[config.mk]
export PLATFORM = sky130hd
export DESIGN_NAME = tlba_ctrl
export DESIGN_NICKNAME = d
export VERILOG_FILES = /design/src/hw/rtl/tlba_pkg.sv /design/src/hw/rtl/tlba_ctrl.sv
export SDC_FILE = /design/constraint.sdc
export NUM_CORES = 1
export LEC_CHECK = 0
export ABC_CLOCK_PERIOD_IN_PS = 1300
export BUFFER_PORTS_ARGS = -buffer_cell sky130_fd_sc_hd__buf_4
export CORE_AREA = 4 4 41 43
export DETAILED_ROUTE_END_ITERATION = 12
export DIE_AREA = 0 0 45 47
export PLACE_DENSITY_LB_ADDON = 0.3
export SLEW_MARGIN = 5
export SYNTH_ARGS = -nofsm -noshare
export SYNTH_HDL_FRONTEND = slang
export SYNTH_SLANG_ARGS = --single-unit
[constraint.sdc]
create_clock -name clk -period 1.3 [get_ports clk]
set_input_delay 0.39 -clock clk [delete_from_list [all_inputs] [get_ports clk]]
set_output_delay 0.39 -clock clk [all_outputs]
set_load 0.01 [all_outputs]
[src/hw/rtl/tlba_pkg.sv]
// Shared constants, codes and control structs for the two-level bitmap allocator.
// No dependencies; every other file of the block imports this package.
package tlba_pkg;

  // Default geometry of the region.
  localparam int CHUNKS_PER_BRANCH_DEF = 32;
  localparam int BRANCHES_DEF          = 16;
  localparam int BRANCHES_PER_BANK_DEF = 4;
  localparam int BANKS_DEF             = 4;
  localparam int SPACE_BITS_DEF        = 3;
  localparam int BYTE_BITS_DEF         = 14;

  // Fixed field widths of the request and response words.
  localparam int OP_W   = 2;
  localparam int BANK_W = 2;
  localparam int ADDR_W = 26;
  // Width of a bank's bump pointer, in spaces.
  localparam int NEXT_W = 13;

  // Command codes.
  localparam logic [OP_W-1:0] OP_ALLOC = 2'd0;
  localparam logic [OP_W-1:0] OP_FREE  = 2'd1;

  // Commands from the controller to the datapath.
  typedef struct packed {
    logic clear;   // zero one counter entry of the clearing pass
    logic lookup;  // request accepted: search bitmaps, read counters
    logic update;  // write back counters, bitmaps and bank state
  } tlba_cmd_t;

  // Status from the datapath to the controller.
  typedef struct packed {
    logic clear_last;      // clearing pass is at its final entry
    logic result_pending;  // the word under work produces a response
    logic out_busy;        // response register still holds an untaken word
  } tlba_status_t;

endpackage

[src/hw/rtl/tlba_ctrl.sv]
// Sequencer of the allocator: clearing pass, request accept and write-back.
// Depends on tlba_pkg for the command and status structs.
module tlba_ctrl import tlba_pkg::*; (
  input  logic         clk,
  input  logic         rst,
  input  logic         in_valid,
  output logic         in_ready,
  input  tlba_status_t status,
  output tlba_cmd_t    cmd
);

  typedef enum logic [1:0] {
    ST_CLEAR,
    ST_IDLE,
    ST_UPDATE
  } state_t;

  state_t state;
  logic   update_go;

  // Write-back waits only when it has a response to place and the slot is full.
  assign update_go = (state == ST_UPDATE) && !(status.result_pending && status.out_busy);

  assign cmd.clear  = (state == ST_CLEAR);
  assign cmd.lookup = in_valid && in_ready;
  assign cmd.update = update_go;

  always_ff @(posedge clk) begin
    if (rst) begin
      state    <= ST_CLEAR;
      in_ready <= 1'b0;
    end else begin
      case (state)
        ST_CLEAR: begin
          if (status.clear_last) begin
            state    <= ST_IDLE;
            in_ready <= 1'b1;
          end
        end
        ST_IDLE: begin
          if (in_valid && in_ready) begin
            state    <= ST_UPDATE;
            in_ready <= 1'b0;
          end
        end
        ST_UPDATE: begin
          if (update_go) begin
            state    <= ST_IDLE;
            in_ready <= 1'b1;
          end
        end
        default: begin
          state    <= ST_CLEAR;
          in_ready <= 1'b0;
        end
      endcase
    end
  end

endmodule

==> summary.txt, run 1 <==
Run status
  – Outcome: finished clean

Place
  – Gpl congestion: 0.6397
  – I/O Buffers: 9
  – Area after DPL: 234.0 um2
  – Dpl hpwl: 314.4 um

Floorplanning
  – Total core area: 0.001301 mm2
  – Num rows: 13
  – Die height: about 47 um
  – Die area: 0.002115 mm2
  – IO Pins: 10
  – Initial Util: 11.92%
  – Die span in x: ~45 um

Min path
  – Hold Path Class: input pin to register
  – Hold path cells: 2

Clocking
  – Total CTS buffers: 3
  – H-tree Lvls: 1
  – Clk_lat worst skew: 0.23 ns
  – Sink Count: 3
  – CTS tree: built
  – Cts hold-fix bufs: 0
  – CTS max path bufs: 2
  – Clock slew at the register clock pins of the worst setup and hold paths: 0.04 ns
  – Setup bufs post-CTS: 0
  – Clock root buffer: clkbuf_4

Final layout
  – Layout area overhead: 72.58%
  – Most frequent cells in the layout: buf_4 (9), clkbuf_4 (3), nand2_1 (2), nor2_1 (2), nor3_1 (2)
  – Layout cells sized above 1: 58.06%
  – Ant diodes: 0
  – Final Cell Area: 267.8 um2
  – Fin nets: 38
  – Commonest non-fill, non-tap cell in the layout: buf_4
  – Fill count: 156

STA
  – Final min period: 1.252 ns
  – Fin crit share: ~96%
  – RSZ-0062 raised after global routing: true
  – Max-Slew Margin vs Limit: 82.54%
  – Final Hold Viols: 0
  – Setup TNS: 0 ns
  – Final-report setup violation count: 0
  – F_max: around 0.8 GHz
  – Clock skew: slightly below 0.001 ns
  – Max Slew Vio Count: 0
  – Tightest Pin Transition: ~0.26 ns

Global route
  – Vias in the first global route: 152
  – Total gr overflow: 0
  – Pin count of the biggest net entering global routing: 8
  – First-pass GRT wire length: roughly 640 um
  – GRT Total Usage: 4.574%
  – Initial antenna violation count: 0

Logic synthesis
  – XOR/XNOR Fraction of Synth Area: 0%
  – Syn Std Cell Area: 155.1 um2
  – Synth Register Bits: 3
  – Cell taking the most area after synthesis: dfxtp_1
  – Largest family of logic cells by synthesized area: simple AND/OR/NAND/NOR gates
  – Post-synthesis sequential area ratio: 38.71%
  – Most area-consuming cells after synthesis: dfxtp_1 (39%), nor3_1 (6.5%), a221oi_1 (5.6%), a2bb2oi_1 (5.6%), and2b_2 (5.6%)
  – Post-synth top area share: 38.71%
  – Syn_nets: 25
  – Post-synthesis cell count: 19
  – Post-synthesis adder-cell area fraction: 0%
  – Unique masters post-synth: 14
  – Post-Synth Simple-Gate Area: 37.10%
  – Syn Area/Cell: 8.166 um2
  – Synth Area in Compound Gates: 19.35%
  – Yosys synthesis warning count: 0
  – Mux contribution to synthesized area: 0%

Worst setup path
  – R2R depth: 3
  – Worst-path fanout max: 3
  – Crit start category: register
  – CP required: 0.91 ns
  – Critical path type: register to primary output
  – Worst EP arrival: 0.86 ns
  – CP Capture Type: primary output

Route
  – Detailed-route vias per instance: 3.630
  – Vias: ~170
  – Pre-Repair DR Iteration Count: 2
  – Routed Antenna Nets: 0
  – DR WL/cell: 8.783 um
  – Detailed Route Iter0 Violations: 1
  – Drt drc: 0
  – Routed wire length: 404 um

Power and ir drop
  – Leak: 0.1203 nW
  – Cell Pwr Density: between 1000 and 1500 mW/mm2
  – Worst vdd ir: 0.3015 mV

Job
  – # Max-Cap Violations: 0
[synth_stat cells (all sizes together)]
cell,n
dfxtp,3
nor2,3
nand2,2
nor3,2
a21oi,1
a221oi,1
a2bb2oi,1
and2,1
and2b,1
buf,1
nand3,1
o21a,1
or2,1
[critical path, stage by stage (launching register included)]
cell     delay [ns]
dfxtp_1        0.35
and2_4         0.17
buf_4          0.11
[final timing paths]
kind	startpoint	end	slack, ns
worst max-delay path	in_ready	cmd[1]	0.05
worst min-delay path	rst	state[1]	0.33
worst max register to register	state[1]	state[0]	0.33
worst min register to register	state[0]	state[0]	0.56
[where the power goes]
part,switching [mW],internal (mW)
Clock,0.0450,0.115
Combinational,0.0207,0.0335
Sequential,0.00778,0.0982
[stage by stage]
stage	instances	power (mW)	hold WS (ns)	worst slack, ns	util, %
3_5_place_dp	42	0.1611	0.5745	0.05805	17.98
4_1_cts	46	0.3332	0.3200	0.02099	20.29
6_report	46	0.3200	0.3294	0.04762	20.58
3_3_place_gp	42	0.1614	0.5721	0.05561	17.98
5_1_grt	46	0.3437	0.3224	-0.0002798	20.58
2_1_floorplan	19	0.1311	0.4624	0.2166	-
[registers in the layout, indices dropped and copies added (netlist names)]
register,cells
state,2
in_ready,1
[what timing repair did]
item                                    CTS  global route
resized for setup                         2             2
endpoints found under the setup margin    2             2
gates cloned                              0             0
endpoints found under the hold margin     0             0
[per-layer routing]
layer,wire [um],up-vias,GRT usage [%]
li1,-,91,-
met1,183,69,5.430
met2,167,7,5.085
met3,53,0,2.682
met4,0,0,5.263
met5,0,-,0
[cell families (layout without fill, tap and decap cells)]
| kind of cell | after synthesis | count (layout) |
|---|---|---|
| and+or+nand+nor | 11 | 11 |
| buffers and inverters | 1 | 13 |
| AOI/OAI and AO/OA | 4 | 4 |
| DFF | 3 | 3 |
[final cells by class]
| class | instances | area (um2) | area share (%) |
|---|---|---|---|
| clock buffer | 4 | 26.28 | 9.813 |
| multi-input combinational | 15 | 90.09 | 33.64 |
| sequential | 3 | 65.06 | 24.30 |
| tap | 15 | 18.77 | 7.009 |
| timing repair buffer | 9 | 67.56 | 25.23 |
(Power assumes the default switching activity.)
==> inputs of run 2 (changes only) <==
--- a/config.mk
+++ b/config.mk
@@ -11,6 +11,7 @@
 export DETAILED_ROUTE_END_ITERATION = 12
 export DIE_AREA = 0 0 45 47
 export PLACE_DENSITY_LB_ADDON = 0.3
+export SETUP_SLACK_MARGIN = 0.2
 export SLEW_MARGIN = 5
 export SYNTH_ARGS = -nofsm -noshare
 export SYNTH_HDL_FRONTEND = slang
==> summary.txt, run 2 (synthesized netlist as in run 1, its figures left out) <==
Route
  – DR WL/cell: 8.776 um
  – Detailed Route Iter0 Violations: 2
  – Drt drc: 0
  – Pre-Repair DR Iteration Count: 2
  – Routed wire length: 430 um
  – Routed Antenna Nets: 0
  – Detailed-route vias per instance: 3.653
  – Vias: around 180

Final layout
  – Commonest non-fill, non-tap cell in the layout: buf_4
  – Largest regs: state x2, in_ready x1
  – Fin util: 23.27%
  – Ant diodes: 0
  – Fin nets: 41
  – Layout cells sized above 1: 64.71%
  – Layout area overhead: 95.16%
  – Biggest register: state
  – Most frequent cells in the layout: buf_4 (9), clkbuf_4 (3), buf_6 (3)
  – Number of flip-flops in the largest register: 2

Worst setup path
  – Critical Path Stages: 5
  – Worst EP arrival: 0.84 ns
  – CP max stage delay: 0.12 ns
  – R2R depth: 4
  – Cells along the critical path: buf_4 -> nand2_1 -> nand2_1 -> nor2_1 -> buf_4
  – CP required: between 0.9 and 1 ns
  – Family with the most delay on the worst path: buffers and inverters
  – Reg2reg end: state[0]
  – End of the critical path: cmd[0]
  – Crit path from: status[1]
  – CP Buf/Inv Count: 2
  – Critical path type: input pin to primary output
  – CP Capture Type: primary output
  – Crit start category: input pin
  – Worst path slowest cell: buf_4
  – R2r startpoint: state[1]
  – R2r setup slk: 0.21 ns
  – Worst-path fanout max: 2

STA
  – Clock skew: 0.001531 ns
  – Max-Slew Margin vs Limit: roughly 82%
  – Setup TNS: 0 ns
  – F_max: 0.8147 GHz
  – RSZ-0062 raised after global routing: true
  – Fin crit share: 94.42%
  – Max Slew Vio Count: 0
  – Final-report setup violation count: 0
  – Final Hold Viols: 0
  – Final min period: 1.228 ns
  – Tightest Pin Transition: 0.2631 ns

Power and ir drop
  – Leak: 0.1396 nW
  – Worst vdd ir: 0.3009 mV
  – Cell Pwr Density: around 1100 mW/mm2

Clocking
  – Total CTS buffers: 3
  – Clock root buffer: clkbuf_4
  – Clk_lat worst skew: 0.23 ns
  – H-tree Lvls: 1
  – Clock slew at the register clock pins of the worst setup and hold paths: 0.03 ns
  – CTS tree: built
  – Sink Count: 3
  – CTS max path bufs: 2
  – Cts hold-fix bufs: 0

Floorplanning
  – Num rows: 13
  – Initial Util: 11.92%
  – Total core area: 0.001301 mm2
  – Die height: between 40 and 50 um
  – Die span in x: roughly 45 um
  – Die area: 0.002115 mm2
  – IO Pins: 10

Job
  – # Max-Cap Violations: 0

Global route
  – Vias in the first global route: 150
  – Total gr overflow: 0
  – First-pass GRT wire length: 641 um
  – Initial antenna violation count: 0
  – Pin count of the biggest net entering global routing: 8
  – GRT Total Usage: approximately 4.7%

Min path
  – Hold Path Class: input pin to register

Place
  – I/O Buffers: 9
  – Gpl congestion: roughly 0.64
  – Dpl hpwl: 314.4 um

Run status
  – Outcome: finished clean
==> run 2: cell count changes in the layout (fill, tap and decap cells not counted) <==
cell	previous run	this run
buf_6	0	3
dfxtp_1	1	0
dfxtp_2	1	2
==> run 2: what timing repair did <==
item	4_1_cts	5_1_grt
hold endpoints to repair	0	0
resized for setup	8	0
pin swaps	2	1
setup buffers	2	1
endpoints found under the setup margin	4	4
==> run 2: worst min path at each step <==
| stage | end | slack [ns] | cells past startpoint | startpoint |
|---|---|---|---|---|
| 2_1_floorplan | state[1] | 0.46 | 1 | rst |
| 3_3_place_gp | state[1] | 0.57 | 2 | rst |
| 3_5_place_dp | state[1] | 0.57 | 2 | rst |
| 4_1_cts | state[1] | 0.32 | 2 | rst |
| 5_1_grt | state[1] | 0.32 | 2 | rst |
| 6_report | state[1] | 0.33 | 2 | rst |
==> run 2: worst register-to-register path, delay by kind of cell (launching register included) <==
family,cells,cell delay [ns]
flops,1,0.35
simple gates,2,0.34
compound gates,1,0.16
buf+inv,1,0.14
==> run 2: routing by layer <==
layer	share of wire [%]	global-route usage, %
met1	49	5.882
met2	40	4.802
met3	11	2.682
met4	0	5.263
met5	0	0
==> run 2: final cells by class <==
cell class	instances	area [um2]
multi-input cells	15	90.09
repair buffers	12	101.3
clock buffers	4	26.28
flip-flops and latches	3	66.31
well taps	15	18.77
fillers	154	998.5
==> run 2: power breakdown <==
part           internal [mW]  switching, mW  leakage, nW
Clock                  0.115         0.0453       0.0150
Combinational         0.0443         0.0245       0.0986
Sequential            0.0988        0.00683       0.0260
Total                  0.258         0.0766        0.140
==> run 2: per-stage QoR <==
stage | power (mW) | setup WS (ns) | instance area (um2) | hold WS (ns) | std cells
after global routing | 0.3585 | 0.02047 | 302.8 | 0.3224 | 49
after CTS | 0.3454 | 0.04219 | 295.3 | 0.3180 | 48
after detailed placement | 0.1611 | 0.05805 | 234.0 | 0.5745 | 42
final | 0.3345 | 0.07248 | 302.8 | 0.3294 | 49
after global placement | 0.1614 | 0.05561 | 234.0 | 0.5721 | 42
after floorplan | 0.1311 | 0.2166 | 155.1 | 0.4624 | 19
==> inputs of run 3 (changes only) <==
--- a/config.mk
+++ b/config.mk
@@ -6,10 +6,10 @@
 export NUM_CORES = 1
 export LEC_CHECK = 0
 export ABC_CLOCK_PERIOD_IN_PS = 1300
-export BUFFER_PORTS_ARGS = -buffer_cell sky130_fd_sc_hd__buf_4
 export CORE_AREA = 4 4 41 43
 export DETAILED_ROUTE_END_ITERATION = 12
 export DIE_AREA = 0 0 45 47
+export DONT_BUFFER_PORTS = 1
 export PLACE_DENSITY_LB_ADDON = 0.3
 export SETUP_SLACK_MARGIN = 0.2
 export SLEW_MARGIN = 5
==> summary.txt, run 3 (synthesized netlist as in run 1, its figures left out) <==
Run status
  – Outcome: finished clean

Global route
  – GRT Total Usage: 4.968%
  – Total gr overflow: 0
  – Vias in the first global route: 125
  – Pin count of the biggest net entering global routing: 8
  – First-pass GRT wire length: 634 um
  – Initial antenna violation count: 0

Final layout
  – Biggest register: state
  – Final Cell Area: ~220 um2
  – Ant diodes: 0
  – Number of flip-flops in the largest register: 2
  – Commonest non-fill, non-tap cell in the layout: clkbuf_4
  – Layout cells sized above 1: 54.55%
  – Most frequent cells in the layout: clkbuf_4 (3), nor2_4 (2), nor3_1 (2), dfxtp_4 (2)
  – Layout area overhead: 44.35%
  – Largest regs: state x2, in_ready x1
  – Fin nets: 29
  – Fill count: around 160

Place
  – I/O Buffers: 0
  – Area after DPL: ~170 um2
  – Dpl hpwl: 309.8 um
  – Gpl congestion: 0.6405
  – DP Worst Slack: about 0.2 ns

Power and ir drop
  – Leak: 0.08368 nW
  – Worst vdd ir: between 0.3 and 0.4 mV
  – Cell Pwr Density: 1375 mW/mm2

Worst setup path
  – R2r startpoint: state[1]
  – CP Capture Type: primary output
  – CP required: roughly 0.9 ns
  – Worst EP arrival: 0.77 ns
  – Worst-path fanout max: 7
  – Critical path type: register to primary output
  – R2r setup slk: 0.31 ns
  – Crit path from: state[1]
  – Crit start category: register

Route
  – Detailed-route vias per instance: about 4.2
  – Detailed Route Iter0 Violations: 3
  – DR WL/cell: 11.73 um
  – Drt drc: 0
  – Pre-Repair DR Iteration Count: 4
  – Routed wire length: 434 um
  – Routed Antenna Nets: 0
  – Vias: 156

STA
  – Tightest Pin Transition: 0.2725 ns
  – Clock skew: 0.006060 ns
  – RSZ-0062 raised after global routing: true
  – Final min period: 1.164 ns
  – Setup TNS: 0 ns
  – F_max: approximately 0.86 GHz
  – Final Hold Viols: 0
  – Final-report setup violation count: 0
  – Setup WS post-layout: 0.1356 ns
  – Fin crit share: 89.57%
  – Max-Slew Margin vs Limit: 81.83%
  – Max Slew Vio Count: 0

Clocking
  – Setup bufs post-CTS: 0
  – H-tree Lvls: 1
  – CTS max path bufs: 2
  – CTS tree: built
  – Clock root buffer: clkbuf_4
  – Sink Count: 3
  – Clock slew at the register clock pins of the worst setup and hold paths: about 0.030 ns
  – Total CTS buffers: 3
  – Clk_lat worst skew: 0.24 ns

Floorplanning
  – Initial Util: between 10% and 20%
  – Die span in x: 45 um
  – Die area: 0.002115 mm2
  – IO Pins: 10
  – Total core area: 0.001301 mm2
  – Num rows: 13
  – Die height: 47 um

Min path
  – Hold_sp: rst
  – Hold Path Class: input pin to register

Job
  – # Max-Cap Violations: 0
run 3: worst paths after layout:
kind	depth (start not counted)	end
worst max register to register	3	state[0]
worst max-delay path	2	cmd[0]
worst min-delay path	1	state[1]
worst min register to register	2	state[0]
run 3: metal layers:
| metal | track usage [%] | share of wire, % |
|---|---|---|
| met1 | 5.656 | 43 |
| met2 | 3.955 | 38 |
| met3 | 5.747 | 18 |
| met4 | 5.263 | 0 |
| met5 | 0 | 0 |
run 3: area by class of cell:
| class | count | area, um2 | area share (%) |
|---|---|---|---|
| flip-flops and latches | 3 | 68.82 | 30.73 |
| multi-input cells | 15 | 110.1 | 49.16 |
| clock buffers | 4 | 26.28 | 11.73 |
| well taps | 15 | 18.77 | 8.380 |
run 3: report_power, final:
group | switching [mW] | leakage, nW | internal [mW]
registers | 0.0128 | 0.0264 | 0.0984
clock network | 0.0514 | 0.0150 | 0.115
logic | 0.0146 | 0.0423 | 0.0156
total | 0.0788 | 0.0837 | 0.229
run 3: through the flow:
stage,hold WS (ns),std cells,power [mW],util (%)
global placement,0.4656,33,0.1363,12.79
finish,0.2187,37,0.3080,17.21
CTS,0.2049,37,0.3206,17.21
floorplan,0.4624,19,0.1311,-
detailed placement,0.4655,33,0.1362,12.79
global route,0.2001,37,0.3369,17.21
run 3: timing repair:
action,CTS,global route
hold buffers,0,0
gates resized for setup,11,0
cloned,0,0
pin swaps,2,1
setup endpoints to repair,3,3
run 3: worst max-delay path: stages, from the launching register on:
cell and delay, ns:
dfxtp_4 0.39, nand2_4 0.06, nor2_4 0.10
